**src/rtl/core/qsfd_pkg.sv**
```systemverilog
// types and constants shared by the quad shape function derivative pipeline
// no dependencies; imported by qsfd_issue, qsfd_lane and the top level
package qsfd_pkg;

  localparam int XIW      = 18;  // coordinate field width
  localparam int NODEW    = 4;   // node index width
  localparam int DW       = 19;  // derivative field width
  localparam int TDIN_W   = 40;  // in word: xi, gamma, padded to bytes
  localparam int TDOUT_W  = 48;  // out word: node_index, deriv_xi, deriv_gamma, padded
  localparam int CFG_AW   = 3;
  localparam int CFG_DW   = 32;
  localparam int OUT_MAX  = 262143;
  localparam int OUT_MIN  = -262144;
  localparam int NODES_BILIN  = 4;
  localparam int NODES_BIQUAD = 9;

  // register index
  localparam logic REG_ELEMENT_MODE = 1'b0;

  typedef enum logic {
    MODE_BILIN  = 1'b0,
    MODE_BIQUAD = 1'b1
  } elem_mode_t;

  // first product p * q
  typedef enum logic [2:0] {
    P_TM, P_TP, P_SM, P_SP, P_X, P_G
  } p_sel_t;

  typedef enum logic [1:0] {
    Q_ONE, Q_X, Q_G
  } q_sel_t;

  // what is done with the rounded first product
  typedef enum logic [1:0] {
    POST_POS, POST_NEG, POST_CMP
  } post_t;

  // second factor
  typedef enum logic [3:0] {
    B_S2M, B_S2P, B_T2M, B_T2P, B_TM, B_TP, B_SM, B_SP, B_NS2, B_NT2, B_ONE
  } b_sel_t;

  // final rounding shift: frac, frac+1, frac+2
  typedef enum logic [1:0] {
    SH_0, SH_1, SH_2
  } sh_t;

  typedef struct packed {
    p_sel_t p_sel;
    q_sel_t q_sel;
    post_t  post;
    b_sel_t b_sel;
    sh_t    sh;
  } op_t;

  typedef struct packed {
    logic             vld;
    logic [NODEW-1:0] node;
    logic             last;
  } ctrl_t;

endpackage

```
**src/rtl/core/qsfd_issue.sv**
```systemverilog
// point register and node sequencer: clamps a point and issues one node per cycle
// unless stalled, with operand selects for both derivative lanes; uses qsfd_pkg
module qsfd_issue import qsfd_pkg::*; #(
  parameter int FRAC_BITS = 16
) (
  input  logic                        clk,
  input  logic                        rst_n,
  input  logic                        in_valid,
  output logic                        in_ready,
  input  logic signed [XIW-1:0]       in_xi,
  input  logic signed [XIW-1:0]       in_gamma,
  input  elem_mode_t                  mode,
  input  logic                        adv,
  output ctrl_t                       iss,
  output logic signed [FRAC_BITS+1:0] iss_x,
  output logic signed [FRAC_BITS+1:0] iss_g,
  output op_t                         op_x,
  output op_t                         op_g
);

  localparam int CW = FRAC_BITS + 2;
  localparam int EW = FRAC_BITS + XIW + 2;

  logic                 pt_valid_r, pt_valid_nxt;
  logic [NODEW-1:0]     k_r, k_nxt;
  logic signed [CW-1:0] x_r, g_r;
  logic                 accept, last;

  function automatic logic signed [CW-1:0] clamp(input logic signed [XIW-1:0] raw);
    logic signed [EW-1:0] v;
    logic signed [EW-1:0] one;
    v   = EW'(raw);
    one = EW'(1) << FRAC_BITS;
    if (v > one) begin
      v = one;
    end
    if (v < -one) begin
      v = -one;
    end
    return v[CW-1:0];
  endfunction

  function automatic op_t mk_op(input p_sel_t p, input q_sel_t q, input post_t post,
                                input b_sel_t b, input sh_t sh);
    op_t o;
    o.p_sel = p;
    o.q_sel = q;
    o.post  = post;
    o.b_sel = b;
    o.sh    = sh;
    return o;
  endfunction

  always_comb begin
    if (mode == MODE_BIQUAD) begin
      last = (k_r == NODEW'(NODES_BIQUAD - 1));
    end else begin
      last = (k_r == NODEW'(NODES_BILIN - 1));
    end
    in_ready     = !pt_valid_r || (adv && last);
    accept       = in_valid && in_ready;
    pt_valid_nxt = pt_valid_r;
    k_nxt        = k_r;
    if (accept) begin
      pt_valid_nxt = 1'b1;
      k_nxt        = '0;
    end else if (pt_valid_r && adv) begin
      if (last) begin
        pt_valid_nxt = 1'b0;
      end else begin
        k_nxt = k_r + NODEW'(1);
      end
    end
  end

  always_ff @(posedge clk) begin
    if (!rst_n) begin
      pt_valid_r <= 1'b0;
      k_r        <= '0;
    end else begin
      pt_valid_r <= pt_valid_nxt;
      k_r        <= k_nxt;
    end
  end

  always_ff @(posedge clk) begin
    if (accept) begin
      x_r <= clamp(in_xi);
      g_r <= clamp(in_gamma);
    end
  end

  assign iss.vld  = pt_valid_r;
  assign iss.node = k_r;
  assign iss.last = last;
  assign iss_x    = x_r;
  assign iss_g    = g_r;

  // per node: d = rnd(post(rnd(p*q)) * b)
  always_comb begin
    op_x = mk_op(P_X, Q_ONE, POST_POS, B_ONE, SH_0);
    op_g = mk_op(P_X, Q_ONE, POST_POS, B_ONE, SH_0);
    if (mode == MODE_BILIN) begin
      unique case (k_r)
        4'd0: begin
          op_x = mk_op(P_TM, Q_ONE, POST_POS, B_ONE, SH_2);
          op_g = mk_op(P_SM, Q_ONE, POST_POS, B_ONE, SH_2);
        end
        4'd1: begin
          op_x = mk_op(P_TM, Q_ONE, POST_NEG, B_ONE, SH_2);
          op_g = mk_op(P_SP, Q_ONE, POST_NEG, B_ONE, SH_2);
        end
        4'd2: begin
          op_x = mk_op(P_TP, Q_ONE, POST_POS, B_ONE, SH_2);
          op_g = mk_op(P_SP, Q_ONE, POST_POS, B_ONE, SH_2);
        end
        4'd3: begin
          op_x = mk_op(P_TP, Q_ONE, POST_NEG, B_ONE, SH_2);
          op_g = mk_op(P_SM, Q_ONE, POST_NEG, B_ONE, SH_2);
        end
        default: begin
          op_x = mk_op(P_X, Q_ONE, POST_POS, B_ONE, SH_0);
          op_g = mk_op(P_X, Q_ONE, POST_POS, B_ONE, SH_0);
        end
      endcase
    end else begin
      unique case (k_r)
        4'd0: begin
          op_x = mk_op(P_TM, Q_G, POST_POS, B_S2M, SH_2);
          op_g = mk_op(P_SM, Q_X, POST_POS, B_T2M, SH_2);
        end
        4'd1: begin
          op_x = mk_op(P_TM, Q_G, POST_POS, B_S2P, SH_2);
          op_g = mk_op(P_SP, Q_X, POST_POS, B_T2M, SH_2);
        end
        4'd2: begin
          op_x = mk_op(P_TP, Q_G, POST_POS, B_S2P, SH_2);
          op_g = mk_op(P_SP, Q_X, POST_POS, B_T2P, SH_2);
        end
        4'd3: begin
          op_x = mk_op(P_TP, Q_G, POST_POS, B_S2M, SH_2);
          op_g = mk_op(P_SM, Q_X, POST_POS, B_T2P, SH_2);
        end
        4'd4: begin
          op_x = mk_op(P_X, Q_G, POST_NEG, B_TM, SH_0);
          op_g = mk_op(P_X, Q_X, POST_CMP, B_T2M, SH_1);
        end
        4'd5: begin
          op_x = mk_op(P_G, Q_G, POST_CMP, B_S2P, SH_1);
          op_g = mk_op(P_X, Q_G, POST_NEG, B_SP, SH_0);
        end
        4'd6: begin
          op_x = mk_op(P_X, Q_G, POST_NEG, B_TP, SH_0);
          op_g = mk_op(P_X, Q_X, POST_CMP, B_T2P, SH_1);
        end
        4'd7: begin
          op_x = mk_op(P_G, Q_G, POST_CMP, B_S2M, SH_1);
          op_g = mk_op(P_X, Q_G, POST_NEG, B_SM, SH_0);
        end
        4'd8: begin
          op_x = mk_op(P_G, Q_G, POST_CMP, B_NS2, SH_0);
          op_g = mk_op(P_X, Q_X, POST_CMP, B_NT2, SH_0);
        end
        default: begin
          op_x = mk_op(P_X, Q_ONE, POST_POS, B_ONE, SH_0);
          op_g = mk_op(P_X, Q_ONE, POST_POS, B_ONE, SH_0);
        end
      endcase
    end
  end

endmodule

```
**src/rtl/core/qsfd_lane.sv**
```systemverilog
// one derivative lane: operand select, two multiply stages with rounding,
// saturation into the output register; five register stages; uses qsfd_pkg
module qsfd_lane import qsfd_pkg::*; #(
  parameter int FRAC_BITS = 16
) (
  input  logic                        clk,
  input  logic                        adv,
  input  logic signed [FRAC_BITS+1:0] x,
  input  logic signed [FRAC_BITS+1:0] g,
  input  op_t                         op,
  output logic signed [DW-1:0]        deriv
);

  localparam int LW = FRAC_BITS + 3;
  localparam int PW = 2 * LW;
  localparam logic signed [LW-1:0] ONE_L  = LW'(1) << FRAC_BITS;
  localparam logic signed [PW:0]   RND_F0 = (PW+1)'(1) << (FRAC_BITS - 1);
  localparam logic signed [PW:0]   RND_F1 = (PW+1)'(1) << FRAC_BITS;
  localparam logic signed [PW:0]   RND_F2 = (PW+1)'(1) << (FRAC_BITS + 1);
  localparam logic signed [PW:0]   OMAX_W = (PW+1)'(OUT_MAX);
  localparam logic signed [PW:0]   OMIN_W = (PW+1)'(OUT_MIN);

  logic signed [LW-1:0] xe, ge, s2, t2;
  logic signed [LW-1:0] p_nxt, q_nxt, b_nxt;
  logic signed [LW-1:0] p_r, q_r, b1_r, b2_r, b3_r;
  post_t                post1_r, post2_r;
  sh_t                  sh1_r, sh2_r, sh3_r, sh4_r;
  logic signed [PW-1:0] prod1_nxt, prod1_r;
  logic signed [PW:0]   sum1;
  logic signed [PW:0]   rp1;
  logic signed [LW-1:0] pv, a_nxt, a_r;
  logic signed [PW-1:0] prod2_nxt, prod2_r;
  logic signed [PW:0]   sum_0, sum_1, sum_2, rv;
  logic signed [DW-1:0] deriv_nxt, deriv_r;

  // stage 1: linear terms and operand select
  always_comb begin
    xe = LW'(x);
    ge = LW'(g);
    s2 = xe <<< 1;
    t2 = ge <<< 1;
    case (op.p_sel)
      P_TM:    p_nxt = ge - ONE_L;
      P_TP:    p_nxt = ge + ONE_L;
      P_SM:    p_nxt = xe - ONE_L;
      P_SP:    p_nxt = xe + ONE_L;
      P_G:     p_nxt = ge;
      default: p_nxt = xe;
    endcase
    case (op.q_sel)
      Q_X:     q_nxt = xe;
      Q_G:     q_nxt = ge;
      default: q_nxt = ONE_L;
    endcase
    case (op.b_sel)
      B_S2M:   b_nxt = s2 - ONE_L;
      B_S2P:   b_nxt = s2 + ONE_L;
      B_T2M:   b_nxt = t2 - ONE_L;
      B_T2P:   b_nxt = t2 + ONE_L;
      B_TM:    b_nxt = ge - ONE_L;
      B_TP:    b_nxt = ge + ONE_L;
      B_SM:    b_nxt = xe - ONE_L;
      B_SP:    b_nxt = xe + ONE_L;
      B_NS2:   b_nxt = -s2;
      B_NT2:   b_nxt = -t2;
      default: b_nxt = ONE_L;
    endcase
  end

  // stage 3: round first product, then negate or take one minus it
  always_comb begin
    prod1_nxt = p_r * q_r;
    sum1      = (PW+1)'(prod1_r) + RND_F0;
    rp1       = sum1 >>> FRAC_BITS;
    pv        = rp1[LW-1:0];
    case (post2_r)
      POST_NEG: a_nxt = -pv;
      POST_CMP: a_nxt = ONE_L - pv;
      default:  a_nxt = pv;
    endcase
  end

  // stage 5: final rounding with a per-node shift, then saturate
  always_comb begin
    prod2_nxt = a_r * b3_r;
    sum_0     = (PW+1)'(prod2_r) + RND_F0;
    sum_1     = (PW+1)'(prod2_r) + RND_F1;
    sum_2     = (PW+1)'(prod2_r) + RND_F2;
    case (sh4_r)
      SH_1:    rv = sum_1 >>> (FRAC_BITS + 1);
      SH_2:    rv = sum_2 >>> (FRAC_BITS + 2);
      default: rv = sum_0 >>> FRAC_BITS;
    endcase
    if (rv > OMAX_W) begin
      deriv_nxt = DW'(OUT_MAX);
    end else if (rv < OMIN_W) begin
      deriv_nxt = DW'(OUT_MIN);
    end else begin
      deriv_nxt = rv[DW-1:0];
    end
  end

  always_ff @(posedge clk) begin
    if (adv) begin
      p_r     <= p_nxt;
      q_r     <= q_nxt;
      b1_r    <= b_nxt;
      post1_r <= op.post;
      sh1_r   <= op.sh;
      prod1_r <= prod1_nxt;
      b2_r    <= b1_r;
      post2_r <= post1_r;
      sh2_r   <= sh1_r;
      a_r     <= a_nxt;
      b3_r    <= b2_r;
      sh3_r   <= sh2_r;
      prod2_r <= prod2_nxt;
      sh4_r   <= sh3_r;
      deriv_r <= deriv_nxt;
    end
  end

  assign deriv = deriv_r;

endmodule

```
**src/rtl/core/quad_shape_function_derivatives.sv**
```systemverilog
// top level of the quad4/quad9 shape function derivative pipeline
// uses qsfd_pkg, qsfd_issue and two qsfd_lane instances
//
//  channel  | dir | handshake          | word
//  in_      | in  | tvalid/tready      | tdata: xi[17:0], gamma[35:18]
//  out_     | out | tvalid/tready/tlast| tdata: node_index, deriv_xi, deriv_gamma
//  cfg_     | in  | apb psel/penable   | element_mode at byte address 0
//
// one node result per cycle unless the result word stalls: a point takes 4 words (4-node mode)
// or 9 words (9-node mode) of the single result channel; the node sequencer sets that figure.
// after its point is accepted, the first result word passes the point register, then five lane stages.
// reset clears the mode to 4-node and empties the pipeline.
// a stalled result word freezes the whole pipeline; the next point is taken
// in the same cycle as the last node of the current one is issued.
module quad_shape_function_derivatives import qsfd_pkg::*; #(
  parameter int FRAC_BITS = 16
) (
  input  logic               clk,
  input  logic               rst_n,
  input  logic               in_tvalid,
  output logic               in_tready,
  input  logic [TDIN_W-1:0]  in_tdata,    // xi[17:0], gamma[35:18], zero pad
  output logic               out_tvalid,
  input  logic               out_tready,
  output logic [TDOUT_W-1:0] out_tdata,   // node_index[3:0], deriv_xi[22:4], deriv_gamma[41:23], zero pad
  output logic               out_tlast,
  input  logic               cfg_psel,
  input  logic               cfg_penable,
  input  logic               cfg_pwrite,
  input  logic [CFG_AW-1:0]  cfg_paddr,
  input  logic [CFG_DW-1:0]  cfg_pwdata,
  output logic [CFG_DW-1:0]  cfg_prdata,
  output logic               cfg_pready
);

  localparam int NSTG = 5;
  localparam int PADW = TDOUT_W - NODEW - 2 * DW;

  elem_mode_t                  mode_r, mode_nxt;
  logic                        adv, reg_hit;
  ctrl_t                       iss;
  ctrl_t                       ctrl_r [1:NSTG];
  logic signed [FRAC_BITS+1:0] iss_x, iss_g;
  op_t                         op_x, op_g;
  logic signed [DW-1:0]        deriv_x, deriv_g;

  // config port
  always_comb begin
    reg_hit    = (cfg_paddr[CFG_AW-1:2] == REG_ELEMENT_MODE);
    cfg_pready = 1'b1;
    cfg_prdata = reg_hit ? CFG_DW'(mode_r) : '0;
    mode_nxt   = mode_r;
    if (cfg_psel && cfg_penable && cfg_pwrite && reg_hit) begin
      mode_nxt = elem_mode_t'(cfg_pwdata[0]);
    end
  end

  always_ff @(posedge clk) begin
    if (!rst_n) begin
      mode_r <= MODE_BILIN;
    end else begin
      mode_r <= mode_nxt;
    end
  end

  assign adv = !ctrl_r[NSTG].vld || out_tready;

  qsfd_issue #(.FRAC_BITS(FRAC_BITS)) u_issue (
    .clk      (clk),
    .rst_n    (rst_n),
    .in_valid (in_tvalid),
    .in_ready (in_tready),
    .in_xi    (in_tdata[XIW-1:0]),
    .in_gamma (in_tdata[2*XIW-1:XIW]),
    .mode     (mode_r),
    .adv      (adv),
    .iss      (iss),
    .iss_x    (iss_x),
    .iss_g    (iss_g),
    .op_x     (op_x),
    .op_g     (op_g)
  );

  qsfd_lane #(.FRAC_BITS(FRAC_BITS)) u_lane_xi (
    .clk   (clk),
    .adv   (adv),
    .x     (iss_x),
    .g     (iss_g),
    .op    (op_x),
    .deriv (deriv_x)
  );

  qsfd_lane #(.FRAC_BITS(FRAC_BITS)) u_lane_gamma (
    .clk   (clk),
    .adv   (adv),
    .x     (iss_x),
    .g     (iss_g),
    .op    (op_g),
    .deriv (deriv_g)
  );

  // valid, node and last ride alongside the lane stages
  always_ff @(posedge clk) begin
    if (!rst_n) begin
      for (int i = 1; i <= NSTG; i++) begin
        ctrl_r[i] <= '0;
      end
    end else if (adv) begin
      ctrl_r[1] <= iss;
      for (int i = 2; i <= NSTG; i++) begin
        ctrl_r[i] <= ctrl_r[i-1];
      end
    end
  end

  assign out_tvalid = ctrl_r[NSTG].vld;
  assign out_tlast  = ctrl_r[NSTG].last;
  assign out_tdata  = {{PADW{1'b0}}, deriv_g, deriv_x, ctrl_r[NSTG].node};

  a_last_bilin: assert property (@(posedge clk) disable iff (!rst_n)
    out_tvalid && out_tlast && mode_r == MODE_BILIN
      |-> ctrl_r[NSTG].node == NODEW'(NODES_BILIN - 1))
    else $error("last word of a 4-node point has wrong node index");

  a_last_biquad: assert property (@(posedge clk) disable iff (!rst_n)
    out_tvalid && out_tlast && mode_r == MODE_BIQUAD
      |-> ctrl_r[NSTG].node == NODEW'(NODES_BIQUAD - 1))
    else $error("last word of a 9-node point has wrong node index");

  a_node_range: assert property (@(posedge clk) disable iff (!rst_n)
    out_tvalid && !out_tlast |-> ctrl_r[NSTG].node < NODEW'(NODES_BIQUAD - 1))
    else $error("node index beyond the last node without tlast");

  a_stall_hold: assert property (@(posedge clk) disable iff (!rst_n)
    !adv |=> $stable(ctrl_r[1]) && $stable(ctrl_r[NSTG]))
    else $error("pipeline moved while the result word was stalled");

  a_node_step: assert property (@(posedge clk) disable iff (!rst_n)
    out_tvalid && out_tready && !out_tlast && ctrl_r[NSTG-1].vld
      |=> ctrl_r[NSTG].node == $past(ctrl_r[NSTG].node) + NODEW'(1))
    else $error("node results out of order");

endmodule

```
**config.mk**
```make
export PLATFORM = sky130hd
export DESIGN_NAME = quad_shape_function_derivatives
export DESIGN_NICKNAME = d
export VERILOG_FILES = /design/src/rtl/core/qsfd_pkg.sv /design/src/rtl/core/qsfd_issue.sv /design/src/rtl/core/qsfd_lane.sv /design/src/rtl/core/quad_shape_function_derivatives.sv
export SDC_FILE = /design/constraint.sdc
export NUM_CORES = 2
export LEC_CHECK = 0
export ABC_CLOCK_PERIOD_IN_PS = 22700
export BUFFER_PORTS_ARGS = -buffer_cell sky130_fd_sc_hd__buf_4
export CORE_MARGIN = 4
export CORE_UTILIZATION = 42
export CTS_CLUSTER_DIAMETER = 200
export DETAILED_ROUTE_END_ITERATION = 8
export GPL_TIMING_DRIVEN = 0
export PLACE_DENSITY = 0.57
export RECOVER_POWER = 25
export SLEW_MARGIN = 20
export SYNTH_ARGS = -nofsm -noshare
export SYNTH_HDL_FRONTEND = slang
export SYNTH_HIERARCHICAL = 1
export SYNTH_SLANG_ARGS = --single-unit
export TNS_END_PERCENT = 10
```
**constraint.sdc**
```tcl
create_clock -name clk -period 22.7 [get_ports clk]
set_input_delay 1.135 -clock clk [delete_from_list [all_inputs] [get_ports clk]]
set_output_delay 1.135 -clock clk [all_outputs]
set_load 0.02 [all_outputs]
```
==> results.txt <==
The critical path is of the flop to flop type. The routed length on met2 was 95200 µm; the maximum clock rate was 0.115 GHz. The highest signal layer in the routed design was met4.

In this run the tightest slew margin relative to its limit is -257%. On the worst path, the slowest cell contributes a delay of 670 ps. For this block, the routed nets add up to 206000 µm of wire. For this configuration, the core starts out at a cell density of 42.5%. After clock tree synthesis, the setup repair step added 0 buffers.

The part of the cycle the worst path needs was 38.3%; the largest buffer count on any clock path was 3. The logs give 65.8% for the combinational fraction of design power and 3630 µW for the design internal power. The most critical setup path has its endpoint at u_lane_xi/prod1_r[34].

The kind of cell with the highest combined delay along the critical path is adder cells. The net count of the finished layout is 9820. The synthesized netlist devotes 4.33% of its cell area to XOR and XNOR gates. Setup repair after global routing left no endpoint under its margin. On the critical path, the stage with the largest delay is an instance of sky130_fd_sc_hd__a211oi_1. Dividing total power by cell area gives a power density of 85.5 nW/µm². Number of hold buffers added after CTS: 0. In the global route stage, overall resource usage came out at 22.3%. The most common cell in the synthesized netlist is sky130_fd_sc_hd__inv_1. The beginning of the worst register-to-register path was u_lane_xi/p_r[11]. The reported max-cap violation count was 2; the data required time at the worst endpoint was 23070 ps.

The die covers 188000 µm². The run gives 461 as the number of sinks handled by clock tree synthesis. The most used flip-flop cell after synthesis is sky130_fd_sc_hd__edfxtp_1.

The min-delay analysis places its worst path in the category flop to flop. The count of unresolved DRC violations after routing is 0, and the fraction of the mapped netlist area in simple logic gates is 15.8%. The I/O pin count was 166; the number of different library cells in the post-synthesis netlist was 113. Across the whole layout, storage elements account for 13600 µm². The critical path's most frequent cell is sky130_fd_sc_hd__fa_1. For this block, the initial DRC count from the detailed router was 3538. Post-CTS repair changed the size of 0 cells. Dividing the detail-routed wire length by the instance count gives 20.1 µm. Along the worst path, the maximum fanout reaches 10. Summing over every cut layer, the via total after detailed routing is 52900. Before antenna repair, the detailed router went through 5 iterations.

The checks that failed: capacitance limit, slew limit. Adding up every negative setup slack in the final design gives 0 ps. The post-synthesis area per instance is 9.93 µm², and the met3 wire length is 12600 µm.

For the sum of internal, switching and leakage power, the log shows 6990 µW. Ranked by instance count, the synthesized netlist is headed by sky130_fd_sc_hd__inv_1 (1481), sky130_fd_sc_hd__fa_1 (1426), sky130_fd_sc_hd__and2_1 (789). The run gives 690 ps as the clock network latency to the later pin of the worst-skew pair.

The tools report the number of antenna violations at the first check in global routing as 4. The weighted congestion at the end of routability-driven global placement was 0.911; the part of the power in registers was 21.4%. The part of the power in the clock network was 12.8%; the final count of negative-setup-slack endpoints was 0. Summing all multi-input logic gate instances after layout gives 55100 µm². Fill cells in the final layout number 17300. In this run the cell area of the synthesized design comes to 76100 µm².

For the reported net switching power, the log shows 3350 µW. The clock tree synthesis step divided the H-tree into 2 levels. The site row count is 155. For this run, asynchronously set or reset flops after synthesis account for 0%.

The tools report the root cell of the clock tree as sky130_fd_sc_hd__clkbuf_16. Register-to-register path setup slack: 14010 ps. In this run the tool buffered the top-level ports with 90 buffer cells.

The maximum vdd ir drop was 0.226 mV. Of the cells placed in the final design, the portion with a size suffix greater than 1 is 5.31%. The final hold violation count was 0.

The multiplexer fraction of the synthesized cell area works out to 1.54%. The Yosys step of the flow raised 6 warnings. Summing the areas of all fa, ha and maj instances in the mapped netlist gives 45.1% of the synthesized area. In this run, synthesis inferred 440 flip-flops with an integrated enable. TritonCTS built the clock tree. Summed over all nets, the half-perimeter wirelength after detailed placement is 167000 µm.

The biggest area contributor in the post-synthesis netlist is sky130_fd_sc_hd__fa_1. On the final layout, the worst clock skew is 65.7 ps. The most critical setup path has its startpoint at u_lane_xi/p_r[11]. On the final layout, the worst hold slack is 396 ps. Entering global routing, the biggest net connects 113 pins.

From synthesis to final layout, the design area changed by 7.47%. The arrival time at the worst endpoint is 9070 ps, and the share of the synthesized area in compound gates (AO/OA/AOI/OAI) is 5.43%. Of the total power, the share spent switching nets is 48.0%.

The run finished, with violations left. The gate count of the mapped netlist is 7664, and the cell count along the critical path is 21. Of the synthesized area, sequential elements account for 17.9%. Using the TritonRoute via totals, the vias-per-cell ratio works out to 5.16.

The tools report the endpoint type of the worst setup path as a flop. The region available for standard cell placement spans 179000 µm². After clock tree synthesis, the clock-pin slew on the worst setup and hold paths is 60 ps. The die boundary height was 434 µm; the sum of buffers and inverters on the critical path was 3. From left edge to right edge, the die measures 434 µm. Counting I/O delays and the setup requirement, the final critical path takes 8690 ps. The number of flip-flops and latches in the synthesized netlist is 461. The detail route stage leaves a number of antenna-violating nets equal to 0. Yosys attributes the largest share of cell area to sky130_fd_sc_hd__fa_1 (38%), sky130_fd_sc_hd__edfxtp_1 (17%), sky130_fd_sc_hd__ha_1 (7.6%). The tools report the residual overflow from global routing as 0. For the number of slew-limit violations in the final report, the log shows 172. The logs give 56300 for the via count of the first global-routing pass and 92000 µm for the total routed wire length on the met1 layer.

The area share of the largest cell type after synthesis is 37.5%, and the count of cells along the worst register-to-register path is 21. Traced cell by cell, the critical path runs through clkbuf_1, and2_1, fa_1, fa_1, inv_1, fa_1, inv_1, fa_1, fa_1, fa_1, ha_1, ha_1, nand4_1, nor4_1, o311ai_1, a211oi_1, o221ai_1, a21oi_1, a211o_1, a21oi_1, xnor2_1. After synthesis, the largest family of logic cells by area is adder cells. The first global-routing pass estimated 326000 µm of wire.

TritonCTS created 54 clock buffers. The endpoint identified for the worst register-to-register timing path is u_lane_xi/prod1_r[34]. The static leakage came out at 0.0391 µW.

At the pin with the least slew margin, the transition time is 5360 ps. The kind of launch point of the worst setup path was a flop.
==> layout by cell type, fill, tap and decap left out, types with 21 or more instances in the layout <==
| master | count |
|---|---|
| sky130_fd_sc_hd__inv_1 | 1480 |
| sky130_fd_sc_hd__fa_1 | 1426 |
| sky130_fd_sc_hd__and2_1 | 781 |
| sky130_fd_sc_hd__nand2_1 | 772 |
| sky130_fd_sc_hd__ha_1 | 461 |
| sky130_fd_sc_hd__edfxtp_1 | 440 |
| sky130_fd_sc_hd__clkbuf_1 | 300 |
| sky130_fd_sc_hd__nor2_1 | 290 |
| sky130_fd_sc_hd__xnor2_1 | 206 |
| sky130_fd_sc_hd__a21oi_1 | 176 |
| sky130_fd_sc_hd__xor2_1 | 166 |
| sky130_fd_sc_hd__buf_4 | 151 |
| sky130_fd_sc_hd__o21ai_0 | 110 |
| sky130_fd_sc_hd__nand3_1 | 81 |
| sky130_fd_sc_hd__a22oi_1 | 59 |
| sky130_fd_sc_hd__nor3_1 | 57 |
| sky130_fd_sc_hd__clkbuf_16 | 54 |
| sky130_fd_sc_hd__nor2b_1 | 53 |
| sky130_fd_sc_hd__mux2i_1 | 51 |
| sky130_fd_sc_hd__a21o_1 | 49 |
| sky130_fd_sc_hd__nand2b_1 | 46 |
| sky130_fd_sc_hd__nand4_1 | 45 |
| sky130_fd_sc_hd__conb_1 | 40 |
| sky130_fd_sc_hd__buf_2 | 39 |
| sky130_fd_sc_hd__mux2_2 | 34 |
| sky130_fd_sc_hd__nor4_1 | 30 |
| sky130_fd_sc_hd__and3b_1 | 29 |
| sky130_fd_sc_hd__and3_1 | 25 |
| sky130_fd_sc_hd__a221oi_1 | 22 |
| sky130_fd_sc_hd__dfxtp_1 | 21 |
==> cells by family (layout without fill, tap and decap cells) <==
group / count (synthesis) / count (layout)
flops: 461 / 461
buf+inv: 1901 / 2097
mux: 98 / 98
compound gates: 624 / 624
simple gates: 2316 / 2316
xor+xnor: 374 / 374
other cells: 3 / 43
fa+ha+maj: 1887 / 1887
==> worst reg2reg max path, stage by stage (launching register included) <==
cell and delay, ps:
sky130_fd_sc_hd__edfxtp_1 580, sky130_fd_sc_hd__clkbuf_1 630, sky130_fd_sc_hd__and2_1 260, sky130_fd_sc_hd__fa_1 420, sky130_fd_sc_hd__fa_1 520, sky130_fd_sc_hd__inv_1 50
sky130_fd_sc_hd__fa_1 490, sky130_fd_sc_hd__inv_1 60, sky130_fd_sc_hd__fa_1 510, sky130_fd_sc_hd__fa_1 570, sky130_fd_sc_hd__fa_1 420, sky130_fd_sc_hd__ha_1 290
sky130_fd_sc_hd__ha_1 320, sky130_fd_sc_hd__nand4_1 140, sky130_fd_sc_hd__nor4_1 460, sky130_fd_sc_hd__o311ai_1 210, sky130_fd_sc_hd__a211oi_1 680, sky130_fd_sc_hd__o221ai_1 450
sky130_fd_sc_hd__a21oi_1 470, sky130_fd_sc_hd__a211o_1 230, sky130_fd_sc_hd__a21oi_1 80, sky130_fd_sc_hd__xnor2_1 570
==> worst min-delay path by stage <==
| stage | from | end | cells after the start |
|---|---|---|---|
| CTS | u_lane_gamma/sh1_r[0] | u_lane_gamma/sh2_r[0] | 0 |
| floorplan | u_lane_gamma/b1_r[0] | u_lane_gamma/b2_r[0] | 0 |
| finish | u_lane_gamma/sh1_r[0] | u_lane_gamma/sh2_r[0] | 0 |
| global route | u_lane_gamma/sh1_r[0] | u_lane_gamma/sh2_r[0] | 0 |
| global placement | u_lane_xi/b2_r[11] | u_lane_xi/b3_r[11] | 0 |
| detailed placement | u_lane_gamma/b1_r[13] | u_lane_gamma/b2_r[13] | 0 |
==> final cells by class <==
| cell class | instances | area share [%] |
|---|---|---|
| clock buffer | 57 | 1.67 |
| multi-input combinational | 5339 | 67.3 |
| timing repair buffer | 94 | 0.923 |
| tap | 2355 | 3.60 |
| antenna | 3 | 0.00918 |
| buffer | 420 | 2.38 |
| sequential | 461 | 16.7 |
| clock inverter | 45 | 0.604 |
| inverter | 1481 | 6.80 |
==> routing by layer <==
metal / vias to the layer above / track usage [%]
met5: - / 0
met4: 0 / 5.99
met3: 333 / 2.67
met2: 1706 / 36.3
met1: 26900 / 31.6
li1: 24000 / -
==> sequential cells by signal (all words and copies together), names as in the netlist, 19 cells and up, named ones only <==
name                  flops
ctrl_r                   30
u_lane_gamma/prod2_r     23
u_lane_xi/prod2_r        23
u_lane_gamma/prod1_r     20
u_lane_xi/prod1_r        20
u_lane_gamma/a_r         19
u_lane_gamma/b1_r        19
u_lane_gamma/b2_r        19
u_lane_gamma/b3_r        19
u_lane_gamma/deriv       19
u_lane_gamma/p_r         19
u_lane_xi/a_r            19
u_lane_xi/b1_r           19
u_lane_xi/b2_r           19
u_lane_xi/b3_r           19
u_lane_xi/deriv          19
u_lane_xi/p_r            19
==> power by group through the flow <==
stage	combinational (µW)	clock, µW	sequential [µW]
floorplan	3290	0	1430
global placement	4540	0	1510
detailed placement	4600	0	1510
CTS	4650	927	1490
global route	5250	961	1510
finish	4600	895	1500
==> per-stage QoR <==
stage	area [µm²]	setup WS (ps)	util [%]	cells
after floorplan	76200	11140	-	7701
after global placement	79800	7160	44.6	10100
after detailed placement	80000	14030	44.6	10200
after CTS	81800	13980	45.7	10300
after global routing	81800	13690	45.6	10300
final	81800	14010	45.6	10300
(Power assumes the default switching activity.)
